===== src/hdl/qpl_pkg.sv =====
// Package of the quad point locator: widths, codes and item types.
// Used by every module of the block; depends on nothing.
`default_nettype none

package qpl_pkg;

  localparam int COORD_BITS       = 16;
  localparam int POINT_FRAC_BITS  = 4;
  localparam int NORMAL_FRAC_BITS = 8;

  localparam int CORNER_W = 48;
  localparam int SLOT_W   = 16;
  localparam int POINT_W  = 20;
  localparam int OUT_W    = 16;
  localparam int HIT_W    = 2;

  // Normal length scale; 127*127 = 16129 = 2^14 - 2^8 + 1
  localparam int NORM_GAIN   = 127;
  localparam int GAIN_SQ_HI  = 14;
  localparam int GAIN_SQ_LO  = 8;

  localparam logic [HIT_W-1:0] HIT_NONE   = 2'd0;
  localparam logic [HIT_W-1:0] HIT_FIRST  = 2'd1;
  localparam logic [HIT_W-1:0] HIT_SECOND = 2'd2;

  // Edge test widths (point format)
  localparam int SX_W = COORD_BITS + POINT_FRAC_BITS;
  localparam int PT_W = (SX_W > POINT_W) ? SX_W : POINT_W;
  localparam int ED_W = PT_W + 1;
  localparam int EP_W = 2 * ED_W;
  localparam int EF_W = EP_W + 1;

  // Normal widths
  localparam int ND_W  = COORD_BITS + 1;
  localparam int NP_W  = 2 * ND_W;
  localparam int NV_W  = NP_W + 1;
  localparam int MAG_W = NV_W - 1;
  localparam int SQ_W  = 2 * MAG_W;

  // Scale search widths
  localparam int K_VAL = NORM_GAIN << NORMAL_FRAC_BITS;
  localparam int Q_W   = $clog2(K_VAL + 1);
  localparam int R_W   = SQ_W + 2 * Q_W + 4;
  localparam int F_W   = (Q_W + 1 > OUT_W) ? Q_W + 1 : OUT_W;
  localparam int BK_LAST = Q_W + 1;

  // Edge list of both triangles: 0-1, 1-2, 2-0, 0-2, 2-3, 3-0 (entry 0 at LSB)
  localparam int NUM_EDGES = 6;
  localparam logic [2*NUM_EDGES-1:0] EDGE_A = {2'd3, 2'd2, 2'd0, 2'd2, 2'd1, 2'd0};
  localparam logic [2*NUM_EDGES-1:0] EDGE_B = {2'd0, 2'd3, 2'd2, 2'd0, 2'd2, 2'd1};

  localparam int MQ_DEPTH = 4;
  localparam int MQ_AW    = $clog2(MQ_DEPTH);
  localparam int MQ_CW    = $clog2(MQ_DEPTH + 1);
  localparam int OQ_DEPTH = 4;
  localparam int OQ_AW    = $clog2(OQ_DEPTH);
  localparam int OQ_CW    = $clog2(OQ_DEPTH + 1);

  typedef struct packed {
    logic [CORNER_W-1:0]       corner_zero;
    logic [CORNER_W-1:0]       corner_one;
    logic [CORNER_W-1:0]       corner_two;
    logic [CORNER_W-1:0]       corner_three;
    logic signed [POINT_W-1:0] point_x;
    logic signed [POINT_W-1:0] point_z;
  } in_t;

  typedef struct packed {
    logic [HIT_W-1:0]        hit_triangle;
    logic signed [OUT_W-1:0] normal_x;
    logic signed [OUT_W-1:0] normal_y;
    logic signed [OUT_W-1:0] normal_z;
  } out_t;

  typedef struct packed {
    logic [HIT_W-1:0]       hit;
    logic signed [NV_W-1:0] nx;
    logic signed [NV_W-1:0] ny;
    logic signed [NV_W-1:0] nz;
  } mid_t;

endpackage

`default_nettype wire


===== src/hdl/qpl_mid_q.sv =====
// Short queue between the front and the back of the quad point locator.
// Holds classified items; uses qpl_pkg.
`default_nettype none

module qpl_mid_q (
  input  wire logic          clk,
  input  wire logic          rst_n,
  input  wire logic          push,
  input  wire qpl_pkg::mid_t wr_data,
  output logic               full,
  input  wire logic          pop,
  output qpl_pkg::mid_t      rd_data,
  output logic               empty
);

  qpl_pkg::mid_t mem [qpl_pkg::MQ_DEPTH];
  logic [qpl_pkg::MQ_AW-1:0] wp_r, rp_r;
  logic [qpl_pkg::MQ_CW-1:0] cnt_r;
  logic do_push, do_pop;

  assign full    = (cnt_r == qpl_pkg::MQ_CW'(qpl_pkg::MQ_DEPTH));
  assign empty   = (cnt_r == '0);
  assign do_push = push && !full;
  assign do_pop  = pop && !empty;
  assign rd_data = mem[rp_r];

  always_ff @(posedge clk) begin
    if (!rst_n) begin
      wp_r  <= '0;
      rp_r  <= '0;
      cnt_r <= '0;
    end else begin
      if (do_push) wp_r <= wp_r + 1'b1;
      if (do_pop)  rp_r <= rp_r + 1'b1;
      if (do_push && !do_pop) begin
        cnt_r <= cnt_r + 1'b1;
      end else if (do_pop && !do_push) begin
        cnt_r <= cnt_r - 1'b1;
      end
    end
  end

  always_ff @(posedge clk) begin
    if (do_push) mem[wp_r] <= wr_data;
  end

endmodule

`default_nettype wire


===== config.mk =====
export PLATFORM = sky130hd
export DESIGN_NAME = qpl_mid_q
export DESIGN_NICKNAME = d
export VERILOG_FILES = /design/src/hdl/qpl_pkg.sv /design/src/hdl/qpl_mid_q.sv
export SDC_FILE = /design/constraint.sdc
export NUM_CORES = 1
export LEC_CHECK = 0
export ABC_AREA = 1
export BUFFER_PORTS_ARGS = -buffer_cell sky130_fd_sc_hd__clkbuf_2
export CAP_MARGIN = 30
export CELL_PAD_IN_SITES_DETAIL_PLACEMENT = 1
export CELL_PAD_IN_SITES_GLOBAL_PLACEMENT = 2
export CORE_MARGIN = 4
export CORE_UTILIZATION = 25
export DETAILED_ROUTE_END_ITERATION = 7
export PLACE_DENSITY_LB_ADDON = 0.3
export RECOVER_POWER = 100
export SLEW_MARGIN = 25
export SYNTH_ARGS = -nofsm -noshare
export SYNTH_HDL_FRONTEND = slang
export SYNTH_SLANG_ARGS = --single-unit

===== constraint.sdc =====
create_clock -name clk -period 6.9 [get_ports clk]
set_input_delay 0.345 -clock clk [delete_from_list [all_inputs] [get_ports clk]]
set_output_delay 0.345 -clock clk [all_outputs]
set_load 0.005 [all_outputs]

==> results.json, run 1 <==
{
  "hp-class": "in2reg",
  "row_count": 93,
  "r2r_end": "mem[1][78]",
  "yosys.area_share.simple_pct": 5.75,
  "crit_path_start_kind": "flip-flop",
  "route.antenna.remaining_nets": 0,
  "synthCells": 1105,
  "cp_data_arrival_time_ns": 4.48,
  "synth_compound_area_share_pct": 10.8,
  "port_buffers": 219,
  "clock_power_share_pct": 35.4,
  "max_cap_violations": 5,
  "fmax_mhz": 207,
  "synthMuxAreaShare_pct": 0,
  "clock-root-buffer": "clkbuf_16",
  "grt_first_pass_wirelength_um": 67400,
  "clk_pin_slew_worst_paths_ns": 0.06,
  "rrSetupSlack_ns": 2.53,
  "first_iter_violations": 428,
  "yosysWarnings": 0,
  "antenna_found_initial": 3,
  "p_total_mw": 7.57,
  "chipHeight_um": 264,
  "finalInstanceArea_sq_um": 20700,
  "routed_wl_um": 43900,
  "post-dp-hpwl_um": 23600,
  "grt_max_degree": 108,
  "reg2regPathDepth": 5,
  "grtUsageTotal_pct": 12.4,
  "area_delta_synth_final_pct": 26.6,
  "comb_power_share_pct": 20.2,
  "grt_pass1_vias": 11200,
  "slew-limit-headroom_pct": -142,
  "internal-power_mw": 5.37,
  "ctsResizeCount": 0,
  "ys_ff_latch": 437,
  "switchingPower_mw": 2.20,
  "failed_checks": "max-capacitance violations, max-slew violations",
  "power_density_nw_per_um2": 366,
  "setup_tns_ns": 0,
  "mostFrequentLayoutCells": "edfxtp_1, nor2_1, o21ai_0, clkbuf_1, o22ai_1",
  "setup_ws_ns": 2.08,
  "cts_tree": "built",
  "chipWidth_um": 264,
  "whs_path_depth": 3,
  "layout_commonest_cell": "edfxtp_1",
  "dpl_cell_area_sq_um": 18200,
  "gp_congestion": 0.686,
  "worstMarginPinSlew_ns": 3.63,
  "min_from": "rst_n",
  "avgRoutedWirePerCell_um": 18.9,
  "cts_sinks": 437,
  "end_kind": "primary output",
  "swShare_pct": 29.0,
  "reg2reg_from": "cnt_r[1]",
  "vias_per_cell": 4.44,
  "clockBufferDepth": 3,
  "worstHoldEndpoint": "wp_r[1]",
  "peakVddDrop_v": 0.000177,
  "final_net_count": 1539,
  "place_ws_ns": 3.74,
  "power_frac_seq_pct": 44.4,
  "ioPinCount": 220,
  "synthXorXnorAreaFrac_pct": 0.0536,
  "required_ns": 6.55,
  "drcViolationCount": 0,
  "htreeDepth": 2,
  "ys_types": 22,
  "start_util_pct": 25.3,
  "syn_nets": 1222,
  "crit_fanout": 60,
  "syn_area_sq_um": 16300,
  "crit_type": "reg2out",
  "setup_viol": 0,
  "rsz0062_at_grt": "false",
  "syn_area_per_cell_sq_um": 14.8,
  "status": "complete, but fails checks",
  "vias": 10300,
  "dieArea_sq_um": 69500,
  "core_sq_um": 64600,
  "ys_seq_area_share_pct": 79.8,
  "hold_viol_final": 0,
  "fin_hold_ws_ns": 0.0590,
  "fin_crit_ns": 4.82,
  "drive_gt1_share_pct": 9.66,
  "synth_top_family_by_area": "compound AO/OA/AOI/OAI gates",
  "finClkSkew_ns": 0.0134,
  "gr-total-overflow": 0,
  "synth_fa_ha_area_share_pct": 0.505,
  "finalCritPeriodShare_pct": 69.9,
  "finalMaxSlewViolations": 378,
  "numCtsBuffers": 49,
  "leakagePower_nw": 6.79,
  "clock_latency_ns": 0.58,
  "first_pass_iters": 4
}
## flip-flops by register name, indices dropped and copies added (netlist names), named ones only
name / cells
rp_r: 2
mem: 428
cnt_r: 3
wp_r: 2
## how the worst max path moves through the flow
stage	from	to	slack [ns]	cells after the start
2_1_floorplan	cnt_r[0]	mem[0][0]	1.22	4
3_3_place_gp	flip-flop	rd_data[25]	3.62	5
3_5_place_dp	flip-flop	rd_data[33]	3.74	5
4_1_cts	flip-flop	rd_data[33]	3.07	5
5_1_grt	flip-flop	rd_data[33]	1.52	5
6_report	flip-flop	rd_data[33]	2.08	5
## cell usage after synthesis
cell type | n | area share, %
nand3_1 | 4 | 0.12
inv_1 | 16 | 0.37
buf_4 | 4 | 0.18
inv_2 | 1 | 0.023
xor2_1 | 1 | 0.054
nand2_1 | 15 | 0.34
nand3b_1 | 1 | 0.046
a21oi_1 | 3 | 0.092
dfxtp_1 | 9 | 1.1
nor2_1 | 228 | 5.2
buf_2 | 10 | 0.31
clkbuf_2 | 1 | 0.031
edfxtp_1 | 428 | 79
inv_6 | 1 | 0.054
clkbuf_1 | 36 | 0.83
o22ai_1 | 107 | 4.1
ha_1 | 5 | 0.38
o21ai_0 | 200 | 6.1
buf_6 | 18 | 1.2
buf_12 | 1 | 0.12
fa_1 | 1 | 0.12
o21ai_1 | 15 | 0.46
## through the flow
stage | cells | util, %
after global routing | 2315 | 32.0
after floorplan | 1105 | -
after CTS | 2315 | 32.5
after detailed placement | 2120 | 28.2
after global placement | 2119 | 28.2
final | 2317 | 32.0
## power groups by stage
stage	Clock [mW]	Combinational, mW	Sequential (mW)
6_report	2.68	1.53	3.36
3_5_place_dp	0	1.61	3.41
5_1_grt	2.90	1.75	3.39
2_1_floorplan	0	0.920	3.37
3_3_place_gp	0	1.58	3.40
4_1_cts	2.78	1.67	3.35
## worst max-delay path, cell delays in order (launching register included)
cell	delay, ns
dfxtp_1	1.39
clkinv_2	1.15
buf_4	0.68
o21ai_0	0.22
o22ai_1	0.16
clkbuf_2	0.15
## logic make-up after synthesis
group / Yosys count
flip-flops: 437
AO/OA/AOI/OAI: 325
AND/OR/NAND/NOR: 248
buffers and inverters: 88
adder cells (fa/ha/maj): 6
XOR/XNOR: 1
## area by class of cell
cell class                 count  area [sq um]
inverter                      18          73.8
antenna                        2          5.00
clock buffer                  58          1300
tap                          855          1070
timing repair buffer         336          2040
sequential                   437         13000
fill                        6908         43900
clock inverter                31           355
multi-input combinational    580          2810
## routing by layer
metal / routed length, um / track usage [%]
met2: 20900 / 20.7
met4: 738 / 2.90
met3: 2320 / 3.32
met1: 19900 / 16.2
met5: 13 / 0
## repair_timing
item | in CTS | in global routing
hold endpoints to repair | 424 | 0
buffers inserted | 0 | 0
hold buffers | 106 | 0
Note: power is estimated with default switching activity, not from simulation.
==> inputs of run 2 (changes only) <==
- ABC_AREA: 1 -> 0
- clock period: 6.9 -> 4.3 ns (I/O delays scaled with it)
==> results.json, run 2 <==
{
  "status": "complete, but fails checks",
  "failed_checks": "max-capacitance violations, max-slew violations",
  "layout_commonest_cell": "edfxtp_1",
  "numCtsBuffers": 50,
  "fin_crit_ns": 3.32,
  "chipHeight_um": 260,
  "port_buffers": 219,
  "yosysWarnings": 0,
  "largest_reg_flops": 428,
  "setup_tns_ns": 0,
  "clock_latency_ns": 0.58,
  "fillers": 6331,
  "first_pass_iters": 4,
  "routed_wl_um": 37000,
  "ioPinCount": 220,
  "internal-power_mw": 8.88,
  "leakagePower_nw": 6.34,
  "cts_setup_buffers": 0,
  "clk_pin_slew_worst_paths_ns": 0.06,
  "gp_congestion": 0.666,
  "route.antenna.remaining_nets": 0,
  "start_util_pct": 25.2,
  "drive_gt1_share_pct": 21.3,
  "drcViolationCount": 0,
  "fin_hold_ws_ns": 0.122,
  "ys_seq_area_share_pct": 82.0,
  "hp-class": "in2reg",
  "cts_tree": "built",
  "yosysTopAreaCellShare_pct": 80.9,
  "gr-total-overflow": 0,
  "finClkSkew_ns": 0.0128,
  "synth_async_sr_flop_share_pct": 0,
  "post-dp-hpwl_um": 20900,
  "cts_sinks": 437,
  "r2r_end": "mem[2][55]",
  "top_register": "mem",
  "setup_viol": 0,
  "ys_types": 23,
  "yosysTopAreaCell": "edfxtp_1",
  "hold_viol_final": 0,
  "finalMaxSlewViolations": 216,
  "startpoint": "cnt_r[0]",
  "row_count": 92,
  "yosysMostFrequentCell": "edfxtp_1",
  "syn_area_per_cell_sq_um": 26.2,
  "rsz0062_at_grt": "false",
  "grt_first_pass_wirelength_um": 55100,
  "avgRoutedWirePerCell_um": 19.9,
  "peakVddDrop_v": 0.000366,
  "ctsResizeCount": 0,
  "syn_area_sq_um": 15900,
  "yosys-top-cells-count": "edfxtp_1, mux4_2, buf_2",
  "reg2reg_from": "cnt_r[0]",
  "slew-limit-headroom_pct": -32.1,
  "ys_ff_latch": 437,
  "power_frac_seq_pct": 44.4,
  "vias": 7631,
  "grt_max_degree": 108,
  "synth_top_flop_cell": "edfxtp_1",
  "synthCells": 607,
  "finalCritPeriodShare_pct": 77.2,
  "first_iter_violations": 348,
  "top_regs": "mem x428, cnt_r x3",
  "switchingPower_mw": 3.10,
  "cp_data_arrival_time_ns": 3.51,
  "required_ns": 4.49,
  "max_cap_violations": 2,
  "cts_hold_buf": 108,
  "chipWidth_um": 260,
  "grtUsageTotal_pct": 10.9,
  "synth_area_leaders": "edfxtp_1, mux4_2, dfxtp_1",
  "antenna_found_initial": 4,
  "area_delta_synth_final_pct": 29.1,
  "comb_power_share_pct": 20.5,
  "vias_per_cell": 4.10,
  "clock_power_share_pct": 35.2,
  "rrSetupSlack_ns": 0.98,
  "crit_fanout": 42,
  "clockBufferDepth": 3,
  "syn_nets": 724,
  "worstMarginPinSlew_ns": 1.98,
  "crit_path_start_kind": "flip-flop",
  "mostFrequentLayoutCells": "edfxtp_1, clkbuf_1, dlygate4sd3_1, mux4_2, clkbuf_16",
  "crit_path_end": "mem[2][55]",
  "core_sq_um": 63000,
  "dieArea_sq_um": 67700,
  "reg2regPathDepth": 4,
  "fmax_mhz": 301,
  "grt_pass1_vias": 8750,
  "end_kind": "flip-flop",
  "crit_type": "reg2reg",
  "swShare_pct": 25.9,
  "htreeDepth": 2,
  "clock-root-buffer": "clkbuf_16",
  "p_total_mw": 12.0,
  "final_net_count": 1089,
  "power_density_nw_per_um2": 584,
  "synth_edf_count": 428
}
-- run 2: cells by family (layout without fill, tap and decap cells) --
kind of cell / after synthesis / after routing / share of synthesized area, %
muxes: 110 / 110 / 15.4
and+or+nand+nor: 17 / 17 / 0.606
buffers and inverters: 29 / 435 / 1.11
AOI/OAI and AO/OA: 4 / 4 / 0.181
xor gates and xnor gates: 4 / 4 / 0.220
DFF: 437 / 437 / 82.0
other: 0 / 2 / 0
adders and majority gates: 6 / 6 / 0.520
-- run 2: worst min-delay path by stage --
stage,end,startpoint,depth (start not counted),slack [ns]
global route,wp_r[1],push,3,0.11
global placement,mem[2][49],wr_data[49],1,0.43
CTS,rp_r[0],pop,4,0.07
floorplan,mem[0][0],wr_data[0],0,0.31
finish,rp_r[0],pop,4,0.12
detailed placement,mem[0][29],wr_data[29],1,0.44
-- run 2: layer usage --
metal  global-route usage (%)  wire, um  vias up
met2                     17.8     17900      183
met3                     3.15      2140       63
met1                     14.3     16200     4022
met4                     3.03       776        4
li1                         -         -     3359
met5                        0        25        -
-- run 2: final cells by class --
class                      count  area, sq um  share of cell area, %
sequential                   437        13000                   63.5
antenna                        2         5.00                 0.0244
tap                          846         1060                   5.16
inverter                       3         11.3                 0.0549
multi-input combinational    141         2690                   13.1
clock buffer                  60         1310                   6.38
timing repair buffer         339         2080                   10.1
clock inverter                33          328                   1.60
-- run 2: through the flow --
step	cells	util, %	area, sq um	setup WS, ns
2_1_floorplan	607	-	15900	0.449
3_3_place_gp	1657	28.7	18100	1.74
3_5_place_dp	1657	28.7	18100	1.65
4_1_cts	1858	33.0	20800	1.44
5_1_grt	1860	32.6	20500	0.656
6_report	1861	32.6	20500	0.980
-- run 2: worst max-delay path: stages, from the launching register on --
cell	delay [ns]
dfxtp_1	0.45
nor3b_1	0.11
nor2b_1	0.45
and2_2	1.15
clkbuf_1	0.74
-- run 2: power groups by stage --
| stage | logic [mW] | clock network [mW] | registers [mW] |
|---|---|---|---|
| finish | 2.45 | 4.21 | 5.31 |
| global route | 2.71 | 4.61 | 5.35 |
| CTS | 2.68 | 4.41 | 5.30 |
| detailed placement | 2.59 | 0 | 5.39 |
| global placement | 2.59 | 0 | 5.37 |
| floorplan | 1.52 | 0 | 5.37 |
